File: src/rtl/ltrm_pkg.sv
// Shared types, widths, codes and reset values for the link traffic rate meter.
`timescale 1ns / 1ps
`default_nettype none

package ltrm_pkg;

   localparam int unsigned OP_W      = 2;
   localparam int unsigned LEN_W     = 16;
   localparam int unsigned TIME_W    = 48;
   localparam int unsigned CNT_W     = 32;
   localparam int unsigned RATE_W    = 32;
   localparam int unsigned ALPHA_W   = 9;
   localparam int unsigned CSR_W     = 16;
   localparam int unsigned CSR_IDX_W = 2;

   // Item codes.
   localparam logic [OP_W-1:0] OP_RX   = 2'd0;
   localparam logic [OP_W-1:0] OP_TX   = 2'd1;
   localparam logic [OP_W-1:0] OP_TICK = 2'd2;

   // Register indexes.
   localparam logic [CSR_IDX_W-1:0] CSR_MIN_WINDOW  = 2'd0;
   localparam logic [CSR_IDX_W-1:0] CSR_NOISE_FLOOR = 2'd1;
   localparam logic [CSR_IDX_W-1:0] CSR_EMA_ALPHA   = 2'd2;
   localparam logic [CSR_IDX_W-1:0] CSR_RX_LIMIT    = 2'd3;

   // Register reset values.
   localparam logic [CSR_W-1:0]   MIN_WINDOW_RST  = 16'd1000;
   localparam logic [CSR_W-1:0]   NOISE_FLOOR_RST = 16'd256;
   localparam logic [ALPHA_W-1:0] EMA_ALPHA_RST   = 9'd51;
   localparam logic [CSR_W-1:0]   RX_LIMIT_RST    = 16'd1600;

   // Unity weight in Q1.8.
   localparam logic [ALPHA_W-1:0] ALPHA_ONE = 9'd256;

   typedef enum logic [3:0] {
      ST_IDLE  = 4'b0001,
      ST_CHECK = 4'b0010,
      ST_DIV   = 4'b0100,
      ST_SUM   = 4'b1000
   } state_type;

endpackage

`default_nettype wire

File: src/rtl/ltrm_if.sv
// Valid/ready channel interfaces for the input items and the result items.
`timescale 1ns / 1ps
`default_nettype none

interface ltrm_req_if
   import ltrm_pkg::*;
   ();
   logic              valid;
   logic              ready;
   logic [OP_W-1:0]   op;
   logic [LEN_W-1:0]  frame_len;
   logic [TIME_W-1:0] now_ms;

   modport source (output valid, output op, output frame_len, output now_ms, input ready);
   modport sink   (input valid, input op, input frame_len, input now_ms, output ready);
endinterface

interface ltrm_rsp_if
   import ltrm_pkg::*;
   ();
   logic              valid;
   logic              ready;
   logic [RATE_W-1:0] rx_rate_q8;
   logic [RATE_W-1:0] tx_rate_q8;

   modport source (output valid, output rx_rate_q8, output tx_rate_q8, input ready);
   modport sink   (input valid, input rx_rate_q8, input tx_rate_q8, output ready);
endinterface

`default_nettype wire

File: src/rtl/ltrm_div.sv
// Bit-serial restoring divider lane: window bytes to a saturated, floored rate.
`timescale 1ns / 1ps
`default_nettype none

module ltrm_div
   import ltrm_pkg::*;
#(
   parameter int unsigned FRAC_BITS = 8
) (
   input  wire logic              clock,
   input  wire logic              reset,
   input  wire logic              start,
   input  wire logic [CNT_W-1:0]  bytes,
   input  wire logic [TIME_W-1:0] divisor,
   input  wire logic [CSR_W-1:0]  noise_floor,
   output logic                   done,
   output logic [RATE_W-1:0]      rate
);

   // Dividend is bytes * 8 with FRAC_BITS fraction bits appended.
   localparam int unsigned PAD_W = 3 + FRAC_BITS;
   localparam int unsigned DW    = CNT_W + PAD_W;
   localparam int unsigned CW    = $clog2(DW + 1);

   logic              busy_ff,  busy_in;
   logic              done_ff,  done_in;
   logic [CW-1:0]     cnt_ff,   cnt_in;
   logic [DW-1:0]     dvd_ff,   dvd_in;
   logic [TIME_W-1:0] dsr_ff,   dsr_in;
   logic [TIME_W-1:0] rem_ff,   rem_in;
   logic [RATE_W-1:0] quo_ff,   quo_in;
   logic              ovf_ff,   ovf_in;

   logic [TIME_W:0]   rem_sh;
   logic [TIME_W+1:0] diff;
   logic              ge;
   logic [RATE_W-1:0] raw;

   always_comb begin
      rem_sh = {rem_ff, dvd_ff[DW-1]};
      diff   = {1'b0, rem_sh} - {2'b00, dsr_ff};
      ge     = !diff[TIME_W+1];

      busy_in = busy_ff;
      done_in = 1'b0;
      cnt_in  = cnt_ff;
      dvd_in  = dvd_ff;
      dsr_in  = dsr_ff;
      rem_in  = rem_ff;
      quo_in  = quo_ff;
      ovf_in  = ovf_ff;

      if (start) begin
         busy_in = 1'b1;
         cnt_in  = CW'(DW);
         dvd_in  = {bytes, {PAD_W{1'b0}}};
         dsr_in  = divisor;
         rem_in  = '0;
         quo_in  = '0;
         ovf_in  = 1'b0;
      end else if (busy_ff) begin
         // One quotient bit per cycle; bits pushed past the top mean saturation.
         dvd_in = {dvd_ff[DW-2:0], 1'b0};
         rem_in = ge ? diff[TIME_W-1:0] : rem_sh[TIME_W-1:0];
         quo_in = {quo_ff[RATE_W-2:0], ge};
         ovf_in = ovf_ff | quo_ff[RATE_W-1];
         cnt_in = cnt_ff - CW'(1);
         if (cnt_ff == CW'(1)) begin
            busy_in = 1'b0;
            done_in = 1'b1;
         end
      end
   end

   always_ff @(posedge clock) begin
      if (reset) begin
         busy_ff <= 1'b0;
         done_ff <= 1'b0;
      end else begin
         busy_ff <= busy_in;
         done_ff <= done_in;
      end
      cnt_ff <= cnt_in;
      dvd_ff <= dvd_in;
      dsr_ff <= dsr_in;
      rem_ff <= rem_in;
      quo_ff <= quo_in;
      ovf_ff <= ovf_in;
   end

   always_comb begin
      raw  = ovf_ff ? '1 : quo_ff;
      rate = (raw < {{(RATE_W-CSR_W){1'b0}}, noise_floor}) ? '0 : raw;
   end

   assign done = done_ff;

endmodule

`default_nettype wire

File: src/rtl/ltrm_ema.sv
// Exponential smoothing lane: registered weighted products, then sum and scale.
`timescale 1ns / 1ps
`default_nettype none

module ltrm_ema
   import ltrm_pkg::*;
(
   input  wire logic               clock,
   input  wire logic               load,
   input  wire logic [RATE_W-1:0]  average,
   input  wire logic [RATE_W-1:0]  rate,
   input  wire logic [ALPHA_W-1:0] alpha,
   output logic [RATE_W-1:0]       smoothed
);

   localparam int unsigned PW = RATE_W + ALPHA_W;

   logic [ALPHA_W-1:0] alpha_sat;
   logic [PW-1:0]      p_old_ff, p_old_in;
   logic [PW-1:0]      p_new_ff, p_new_in;
   logic [PW:0]        sum;
   logic [PW-8:0]      scaled;

   always_comb begin
      alpha_sat = (alpha > ALPHA_ONE) ? ALPHA_ONE : alpha;
      p_old_in  = p_old_ff;
      p_new_in  = p_new_ff;
      if (load) begin
         p_old_in = PW'(average) * PW'(ALPHA_ONE - alpha_sat);
         p_new_in = PW'(rate) * PW'(alpha_sat);
      end
   end

   always_ff @(posedge clock) begin
      p_old_ff <= p_old_in;
      p_new_ff <= p_new_in;
   end

   always_comb begin
      sum      = {1'b0, p_old_ff} + {1'b0, p_new_ff};
      scaled   = sum[PW:8];
      smoothed = (|scaled[PW-8:RATE_W]) ? '1 : scaled[RATE_W-1:0];
   end

endmodule

`default_nettype wire

File: src/rtl/link_traffic_rate_meter.sv
// Top level of the link traffic rate meter: counters, control and result register.
//
// Receive and transmit frame transfers are counted while the block stays idle, and the
// block is ready again on the next cycle. A tick transfer occupies the block while it
// checks the window, divides in the two bit-serial dividers that produce one quotient
// bit per cycle, registers the smoothing products and loads the result register,
// which waits as long as a previous result still waits there. A tick that only opens
// the window, falls short of the minimum window or sees time go backward returns to
// idle after the check cycle. Rates are kbps with RATE_FRAC_BITS fraction bits and
// saturate at all ones.
`timescale 1ns / 1ps
`default_nettype none

module link_traffic_rate_meter
   import ltrm_pkg::*;
#(
   parameter int unsigned RATE_FRAC_BITS = 8
) (
   input  wire logic                 clock,
   input  wire logic                 reset,
   ltrm_req_if.sink                  req_chan,
   ltrm_rsp_if.source                rsp_chan,
   input  wire logic                 csr_we,
   input  wire logic [CSR_IDX_W-1:0] csr_index,
   input  wire logic [CSR_W-1:0]     csr_wdata
);

   state_type          state_ff, state_in;
   logic [CSR_W-1:0]   min_window_ff, min_window_in;
   logic [CSR_W-1:0]   noise_floor_ff, noise_floor_in;
   logic [ALPHA_W-1:0] alpha_ff, alpha_in;
   logic [CSR_W-1:0]   rx_limit_ff, rx_limit_in;
   logic [CNT_W-1:0]   rx_bytes_ff, rx_bytes_in;
   logic [CNT_W-1:0]   tx_bytes_ff, tx_bytes_in;
   logic [RATE_W-1:0]  rx_avg_ff, rx_avg_in;
   logic [RATE_W-1:0]  tx_avg_ff, tx_avg_in;
   logic [TIME_W-1:0]  start_ms_ff, start_ms_in;
   logic               started_ff, started_in;
   logic [TIME_W-1:0]  now_ff, now_in;
   logic               rsp_valid_ff, rsp_valid_in;

   logic               req_fire;
   logic               rsp_free;
   logic [CNT_W:0]     rx_sum, tx_sum;
   logic [TIME_W:0]    elapsed_full;
   logic [TIME_W-1:0]  elapsed;
   logic               too_early;
   logic               div_start;
   logic               ema_load;
   logic               rx_done, tx_done;
   logic [RATE_W-1:0]  rx_rate, tx_rate;
   logic [RATE_W-1:0]  rx_smooth, tx_smooth;

   assign req_fire = req_chan.valid && req_chan.ready;
   assign rsp_free = !rsp_valid_ff || rsp_chan.ready;

   always_comb begin
      rx_sum       = {1'b0, rx_bytes_ff} + {{(CNT_W+1-LEN_W){1'b0}}, req_chan.frame_len};
      tx_sum       = {1'b0, tx_bytes_ff} + {{(CNT_W+1-LEN_W){1'b0}}, req_chan.frame_len};
      elapsed_full = {1'b0, now_ff} - {1'b0, start_ms_ff};
      elapsed      = elapsed_full[TIME_W-1:0];
      // Time going backward, a short window and zero elapsed time all skip the update.
      too_early    = elapsed_full[TIME_W]
                  || (elapsed < {{(TIME_W-CSR_W){1'b0}}, min_window_ff})
                  || (elapsed == '0);
      div_start    = (state_ff == ST_CHECK) && started_ff && !too_early;
      ema_load     = (state_ff == ST_DIV) && rx_done && tx_done;
   end

   always_comb begin
      state_in       = state_ff;
      min_window_in  = min_window_ff;
      noise_floor_in = noise_floor_ff;
      alpha_in       = alpha_ff;
      rx_limit_in    = rx_limit_ff;
      rx_bytes_in    = rx_bytes_ff;
      tx_bytes_in    = tx_bytes_ff;
      rx_avg_in      = rx_avg_ff;
      tx_avg_in      = tx_avg_ff;
      start_ms_in    = start_ms_ff;
      started_in     = started_ff;
      now_in         = now_ff;
      rsp_valid_in   = rsp_valid_ff;

      if (rsp_valid_ff && rsp_chan.ready) begin
         rsp_valid_in = 1'b0;
      end

      if (csr_we) begin
         unique case (csr_index)
            CSR_MIN_WINDOW:  min_window_in  = csr_wdata;
            CSR_NOISE_FLOOR: noise_floor_in = csr_wdata;
            CSR_EMA_ALPHA:   alpha_in       = csr_wdata[ALPHA_W-1:0];
            CSR_RX_LIMIT:    rx_limit_in    = csr_wdata;
            default: ;
         endcase
      end

      unique case (state_ff)
         ST_IDLE: begin
            if (req_fire) begin
               if (req_chan.op == OP_RX) begin
                  if ((req_chan.frame_len != '0) && (req_chan.frame_len < rx_limit_ff)) begin
                     rx_bytes_in = rx_sum[CNT_W] ? '1 : rx_sum[CNT_W-1:0];
                  end
               end else if (req_chan.op == OP_TX) begin
                  if (req_chan.frame_len != '0) begin
                     tx_bytes_in = tx_sum[CNT_W] ? '1 : tx_sum[CNT_W-1:0];
                  end
               end else if (req_chan.op == OP_TICK) begin
                  now_in   = req_chan.now_ms;
                  state_in = ST_CHECK;
               end
            end
         end
         ST_CHECK: begin
            if (!started_ff) begin
               // The first tick only opens the window.
               started_in  = 1'b1;
               start_ms_in = now_ff;
               rx_bytes_in = '0;
               tx_bytes_in = '0;
               state_in    = ST_IDLE;
            end else if (too_early) begin
               state_in = ST_IDLE;
            end else begin
               state_in = ST_DIV;
            end
         end
         ST_DIV: begin
            if (ema_load) begin
               state_in = ST_SUM;
            end
         end
         ST_SUM: begin
            if (rsp_free) begin
               rx_avg_in    = rx_smooth;
               tx_avg_in    = tx_smooth;
               rx_bytes_in  = '0;
               tx_bytes_in  = '0;
               start_ms_in  = now_ff;
               rsp_valid_in = 1'b1;
               state_in     = ST_IDLE;
            end
         end
         default: state_in = ST_IDLE;
      endcase
   end

   always_ff @(posedge clock) begin
      if (reset) begin
         state_ff       <= ST_IDLE;
         min_window_ff  <= MIN_WINDOW_RST;
         noise_floor_ff <= NOISE_FLOOR_RST;
         alpha_ff       <= EMA_ALPHA_RST;
         rx_limit_ff    <= RX_LIMIT_RST;
         rx_bytes_ff    <= '0;
         tx_bytes_ff    <= '0;
         rx_avg_ff      <= '0;
         tx_avg_ff      <= '0;
         start_ms_ff    <= '0;
         started_ff     <= 1'b0;
         rsp_valid_ff   <= 1'b0;
      end else begin
         state_ff       <= state_in;
         min_window_ff  <= min_window_in;
         noise_floor_ff <= noise_floor_in;
         alpha_ff       <= alpha_in;
         rx_limit_ff    <= rx_limit_in;
         rx_bytes_ff    <= rx_bytes_in;
         tx_bytes_ff    <= tx_bytes_in;
         rx_avg_ff      <= rx_avg_in;
         tx_avg_ff      <= tx_avg_in;
         start_ms_ff    <= start_ms_in;
         started_ff     <= started_in;
         rsp_valid_ff   <= rsp_valid_in;
      end
      now_ff <= now_in;
   end

   ltrm_div #(.FRAC_BITS(RATE_FRAC_BITS)) u_rx_div (
      .clock       (clock),
      .reset       (reset),
      .start       (div_start),
      .bytes       (rx_bytes_ff),
      .divisor     (elapsed),
      .noise_floor (noise_floor_ff),
      .done        (rx_done),
      .rate        (rx_rate)
   );

   ltrm_div #(.FRAC_BITS(RATE_FRAC_BITS)) u_tx_div (
      .clock       (clock),
      .reset       (reset),
      .start       (div_start),
      .bytes       (tx_bytes_ff),
      .divisor     (elapsed),
      .noise_floor (noise_floor_ff),
      .done        (tx_done),
      .rate        (tx_rate)
   );

   ltrm_ema u_rx_ema (
      .clock    (clock),
      .load     (ema_load),
      .average  (rx_avg_ff),
      .rate     (rx_rate),
      .alpha    (alpha_ff),
      .smoothed (rx_smooth)
   );

   ltrm_ema u_tx_ema (
      .clock    (clock),
      .load     (ema_load),
      .average  (tx_avg_ff),
      .rate     (tx_rate),
      .alpha    (alpha_ff),
      .smoothed (tx_smooth)
   );

   // The result register holds its values until the transfer completes.
   assign req_chan.ready      = (state_ff == ST_IDLE);
   assign rsp_chan.valid      = rsp_valid_ff;
   assign rsp_chan.rx_rate_q8 = rx_avg_ff;
   assign rsp_chan.tx_rate_q8 = tx_avg_ff;

endmodule

`default_nettype wire

File: src/flat_wrapper.sv
// flat-port wrapper written by rule: the top's interface ports become plain ports
module link_traffic_rate_meter_flat import ltrm_pkg::*;
#(
   parameter int unsigned RATE_FRAC_BITS = 8
)
  (clock, reset, csr_we, csr_index, csr_wdata, req_chan_valid, req_chan_op, req_chan_frame_len, req_chan_now_ms, req_chan_ready, rsp_chan_valid, rsp_chan_rx_rate_q8, rsp_chan_tx_rate_q8, rsp_chan_ready);
  ltrm_req_if req_chan_i ();
  ltrm_rsp_if rsp_chan_i ();
  input  wire logic clock;
  input  wire logic reset;
  input  wire logic csr_we;
  input  wire logic [CSR_IDX_W-1:0] csr_index;
  input  wire logic [CSR_W-1:0] csr_wdata;
  input wire logic [$bits(req_chan_i.valid)-1:0] req_chan_valid;
  input wire logic [$bits(req_chan_i.op)-1:0] req_chan_op;
  input wire logic [$bits(req_chan_i.frame_len)-1:0] req_chan_frame_len;
  input wire logic [$bits(req_chan_i.now_ms)-1:0] req_chan_now_ms;
  output wire logic [$bits(req_chan_i.ready)-1:0] req_chan_ready;
  output wire logic [$bits(rsp_chan_i.valid)-1:0] rsp_chan_valid;
  output wire logic [$bits(rsp_chan_i.rx_rate_q8)-1:0] rsp_chan_rx_rate_q8;
  output wire logic [$bits(rsp_chan_i.tx_rate_q8)-1:0] rsp_chan_tx_rate_q8;
  input wire logic [$bits(rsp_chan_i.ready)-1:0] rsp_chan_ready;
  assign req_chan_i.valid = req_chan_valid;
  assign req_chan_i.op = req_chan_op;
  assign req_chan_i.frame_len = req_chan_frame_len;
  assign req_chan_i.now_ms = req_chan_now_ms;
  assign req_chan_ready = req_chan_i.ready;
  assign rsp_chan_valid = rsp_chan_i.valid;
  assign rsp_chan_rx_rate_q8 = rsp_chan_i.rx_rate_q8;
  assign rsp_chan_tx_rate_q8 = rsp_chan_i.tx_rate_q8;
  assign rsp_chan_i.ready = rsp_chan_ready;
  link_traffic_rate_meter #(.RATE_FRAC_BITS(RATE_FRAC_BITS)) u_core (.clock(clock), .reset(reset), .req_chan(req_chan_i), .rsp_chan(rsp_chan_i), .csr_we(csr_we), .csr_index(csr_index), .csr_wdata(csr_wdata));
endmodule
File: config.mk
export PLATFORM = sky130hd
export DESIGN_NAME = link_traffic_rate_meter_flat
export DESIGN_NICKNAME = d
export VERILOG_FILES = /design/src/rtl/ltrm_pkg.sv /design/src/rtl/ltrm_if.sv /design/src/rtl/ltrm_div.sv /design/src/rtl/ltrm_ema.sv /design/src/rtl/link_traffic_rate_meter.sv /design/src/flat_wrapper.sv
export SDC_FILE = /design/constraint.sdc
export NUM_CORES = 2
export LEC_CHECK = 0
export BUFFER_PORTS_ARGS = -buffer_cell sky130_fd_sc_hd__buf_2
export CORE_MARGIN = 1.5
export CORE_UTILIZATION = 40
export CTS_CLUSTER_SIZE = 24
export DETAILED_ROUTE_END_ITERATION = 6
export PLACE_DENSITY_LB_ADDON = 0.1
export SLEW_MARGIN = 15
export SYNTH_ARGS = -nofsm -noshare
export SYNTH_HDL_FRONTEND = slang
export SYNTH_SLANG_ARGS = --single-unit
File: constraint.sdc
create_clock -name clock -period 15 [get_ports clock]
set_clock_uncertainty 0.2 [all_clocks]
set_input_delay 1.5 -clock clock [delete_from_list [all_inputs] [get_ports clock]]
set_output_delay 1.5 -clock clock [all_outputs]
set_load 0.1 [all_outputs]
Yosys cells after proc, flatten, opt, wreduce, memory -nomap -nowiden. Cells that the tools add are included.

Equal/unequal tests: 22. Multiply operators: 4. Multiplexer cells: 49. Order comparisons: 5. $add $sub $neg: 10. Bitwise logic cells: 6. Reduce and logical (&&, ||, !) cells: 36.

Operators by type and width (count): two-way mux 32 bit (17); two-way mux 48 bit (4); one-hot mux 32 bit (3 select lines) (2); two-way mux 43 bit (4); subtractor 49 x 48 -> 50 bit (2); one-hot mux 48 bit (2 select lines) (1); adder 41 x 41 -> 42 bit (2); multiplier 32 x 9 -> 41 bit (2); adder 32 x 16 -> 33 bit (2); < comparator 32 x 16 -> 1 bit (2); subtractor 48 x 48 -> 49 bit (1); logical NOT 48 bit (1); < comparator 48 x 16 -> 1 bit (1); multiplier 32 x 41 -> 41 bit (1); multiplier 33 x 10 -> 41 bit (1); two-way mux 4 bit (7); != test 2 bit, second input constant (9); < comparator 16 bit (1); one-hot mux 4 bit (4 select lines) (1); nonzero test 16 bit (1); equality test 6 x 1 -> 1 bit, second input constant (2); AND reduction 6 bit (2); subtractor 6 x 1 -> 6 bit, second input constant (2); two-way mux 1 bit (11); other kinds (25) (53).

Word-level logic and storage cells: 164. Input port bits: 89. Output and inout port bits: 66. Flip-flop bits (word level): 741.

Logic depth before layout (Yosys ltp).
Depth after elaboration: 7. Depth in mapped cells: 41. Gate-level depth less buffers: 38.

Hierarchy. A second synthesis with hierarchy kept.

Cell total of the unflattened synthesis: 10049. Area total of the unflattened synthesis: 90933.5 µm².

By module, submodules not included: ltrm_ema at u_core.u_tx_ema (instances 1, sequential area each 2462.4 µm², area each 27692.8 µm², cells an instance 2978); ltrm_ema at u_core.u_rx_ema (instances 1, sequential area each 2462.4 µm², area each 27676.5 µm², cells an instance 2941); ltrm_div (instances 2, sequential area each 4184.0 µm², area each 9949.5 µm², cells an instance 1078); link_traffic_rate_meter (instances 1, sequential area each 6226.0 µm², area each 15665.0 µm², cells an instance 1974).

Least setup slack after synthesis. No wires, ideal clock.

Kind: reg-to-reg. From: register u_core.alpha_ff[8]. To: register u_core.u_tx_ema.p_old_ff[39] (data pin). Data required time: 14.542 ns. Arrival time: 8.266 ns. Setup time: 0.258 ns. Buffers on the path: 2. Period minus slack after synthesis: 8.723 ns. Stages on the path, launching flop included: 30. Slack: 6.277 ns. Cells stage by stage: dfxtp_1 > clkbuf_1 > nor2b_1 > nor4_1 > nand2_1 > o41ai_1 > clkbuf_1 > and2_1 > fa_1 > fa_1 > fa_1 > inv_1 > fa_1 > fa_1 > inv_1 > fa_1 > fa_1 > fa_1 > ha_1 > a21o_1 > a21oi_1 > nand2_1 > o211ai_1 > nand4_1 > o311ai_0 > o21ai_0 > o21ai_0 > o21bai_1 > a21oi_1 > xnor2_1.

Longest elaborated chain between the ends: 4.

RTL lines: start, declared (RTL line link_traffic_rate_meter.sv:31) `logic [ALPHA_W-1:0] alpha_ff, alpha_in;`; start signal, assigned (RTL line link_traffic_rate_meter.sv:168) `alpha_ff <= alpha_in;`; > comparator 9 bit (RTL line ltrm_ema.sv:25) `alpha_sat = (alpha > ALPHA_ONE) ? ALPHA_ONE : alpha;`; two-way mux 9 bit * (RTL line ltrm_ema.sv:25); subtractor 9 x 9 -> 10 bit * (RTL line ltrm_ema.sv:29) `p_old_in = PW'(average) * PW'(ALPHA_ONE - alpha_sat);`; multiplier 32 x 41 -> 41 bit * (RTL line ltrm_ema.sv:29); end signal, assigned (RTL line ltrm_ema.sv:35) `p_old_ff <= p_old_in;`; end, declared (RTL line ltrm_ema.sv:19) `logic [PW-1:0] p_old_ff, p_old_in;`.

Mark *: on every way between the ends. The rest lies on a longest branch, timed or not. A chain may end at the register's enable or synchronous reset.

Worst setup path in the final report. Ends and elaborated chain as after synthesis.

==> run metrics <==
run status finished, final reports clean; WL per Instance 18.9 um; Mapped Area 82,000 sq um; CTS Buffer Depth 3; fin crit share 69.1%; Max Slew Vio Count 0; top cell type's share of synthesized area 25.6%; Synth top cells by count inv_1 (1,201), nand2_1 (1,107), fa_1 (1,050), nor2_1 (745), ha_1 (697); Layout area overhead 8.23%; Mapped Avg Cell Area 9.12 sq um; number of synthesized flops with an enable pin 324; Final Worst Setup Slack 4.63 ns; post-synthesis mux area share 1.93%; setup_tns 0 ns; FMAX 0.0965 GHz; main combinational cell family by area after synthesis adder cells; Slew headroom 18.7%; # IOs 155; Power Density 185 nW/um^2; Die Span X 456 um; critical path arrival 10.62 ns; xor and xnor area share after synthesis 4.01%; GP Congestion 0.888; dpl ws 4.62 ns; final antenna-violating net count 0; CTS tree built; GRT Total Usage 21.5%; DRC viols 0; Yosys warnings 0; post-cts resize count 0; Clock Root Buffer clkbuf_16; Crit-path slowest cell fa_1; hold violation count in the final report 0; vias per cell 5.16; unrepaired setup endpoints after global routing false; chip height 456 um; Top FF cell, synth dfxtp_1; Worst-Skew Late Latency 0.71 ns; crit path launch type register; CP max FO 49; CP max stage delay 0.56 ns; # fillers 19,900; Post-layout nets 10,800; Post-DP HPWL 174,000 um; Sink Count 741; Hold WC Path Type register to register; Post CTS Setup Buffer Count 0; drt initial violations 2,987; Initial Utilization 40.4%; area share of and/or/nand/nor cells after synthesis 15.9%; Post-Synthesis Cells 8,981; Die ar. 208,000 sq um; Netlist cell types 89; asr flop ratio synth 0%; share of layout cells above drive strength 1 6.49%; Final Setup Violations 0; std cell rows 165; H-tree depth 3; post-synth top area cell fa_1; WL final 222,000 um; CTS Buf Count 91; worst path required time 15.26 ns; Area contributors post-synth fa_1 (26%), edfxtp_1 (12%), ha_1 (11%); compound-cell area share of the yosys netlist 12.4%; hold_buf cts 0; Critical Path End Type register; WS Path Type register to register; residual overflow from global routing 0; vias in the first global route 62,400; first-pass GRT wire length 358,000 um; largest net degree at the start of global routing 150; Synth Area in Adders 36.3%; sequential-to-total area share from yosys stat 22.1%; total number of vias 60,700; initial antenna violation count 7; most frequent cell after synthesis inv_1; port buffer count 154; Peak supply drop 1.02 mV; TritonRoute pass-1 iters 7; cell mode on critical path fa_1; slew at the pin closest to its max-slew limit 1.22 ns; Core Region 203,000 sq um; flops & latches, synth 741; Clock Pin Slew Worst Setup and Hold Paths 0.06 ns; max-cap violations 0; Leakage 0.0398 uW; Final min period 10.37 ns
## critical path: cells and delay by family, from the launching register on
family	cells	cell delay [ns]
fa+ha+maj	9	4.24
compound gates	8	1.96
simple gates	6	1.21
flops	1	0.34
xor+xnor	2	0.19
buf+inv	6	1.91
## report_power, final
part	leakage, uW	switching, uW	internal [uW]	total [uW]
Clock	0.00148	927	1350	2280
Combinational	0.0320	6240	5060	11300
Sequential	0.00634	14.0	2810	2830
Total	0.0398	7180	9220	16400
## cells in the final DEF (no fill, tap or decap), drive strengths merged, types with 223 or more instances in the layout
master  count
ha        697
and2      357
buf       223
fa       1050
nor2      745
nand2    1107
xnor2     239
edfxtp    324
inv      1207
dfxtp     417
a21oi     492
## final timing paths
| path | endpoint | depth (start not counted) | slack (ns) | from |
|---|---|---|---|---|
| worst max-delay path | u_core.u_tx_ema.p_old_ff[39] | 31 | 4.63 | u_core.alpha_ff[8] |
| worst min-delay path | u_core.start_ms_ff[16] | 2 | 0.25 | u_core.start_ms_ff[16] |
| worst max register to register | u_core.u_tx_ema.p_old_ff[39] | 31 | 4.63 | u_core.alpha_ff[8] |
| worst min register to register | u_core.start_ms_ff[16] | 2 | 0.25 | u_core.start_ms_ff[16] |
## area by class of cell
class,count,area [sq um],area share [%]
Antenna cell,5,12.5,0.0141
Clock buffer,130,2610,2.94
Inverter,1207,4540,5.12
Timing Repair Buffer,223,1320,1.49
Tap cell,2672,3340,3.77
Sequential cell,741,18100,20.4
Clock inverter,39,449,0.506
Multi-Input combinational cell,6740,58300,65.8
## metrics by stage
| stage | total power [uW] | hold WS [ns] | util (%) | cell area (sq um) | instances |
|---|---|---|---|---|---|
| after global routing | 18400 | 0.270 | 43.7 | 88700 | 11800 |
| after detailed placement | 14000 | 0.246 | 42.2 | 85600 | 11600 |
| after floorplan | 11800 | 0.233 | - | 82300 | 9078 |
| final | 16400 | 0.252 | 43.7 | 88700 | 11800 |
| after CTS | 16600 | 0.254 | 43.7 | 88700 | 11800 |
| after global placement | 14100 | 0.241 | 42.2 | 85600 | 11600 |
## flip-flops by register name, summed over array words and instances (netlist names), 48 cells and up
name                    flops
u_core.u_tx_div.rem_ff     48
u_core.u_rx_div.dsr_ff     48
u_core.now_ff              48
u_core.start_ms_ff         48
u_core.u_rx_div.rem_ff     48
## layer usage
metal  vias up  wire length [um]  track usage [%]
met2      1021            103000             35.4
met5         -                 0                0
li1      29400                 -                -
met1     30000            106000             30.3
met3       202              8190             2.28
met4         0              4840             5.36
## logic make-up (layout without fill, tap and decap cells)
kind of cell             Yosys count  in the layout
AND/OR/NAND/NOR                 2834           2834
adder cells (fa/ha/maj)         1751           1751
buffers and inverters           1597           1599
AO/OA/AOI/OAI                   1531           1531
flip-flops                       741            741
XOR/XNOR                         375            375
multiplexers                     150            150
other                              2            104
Note: power is estimated with default switching activity, not from simulation.
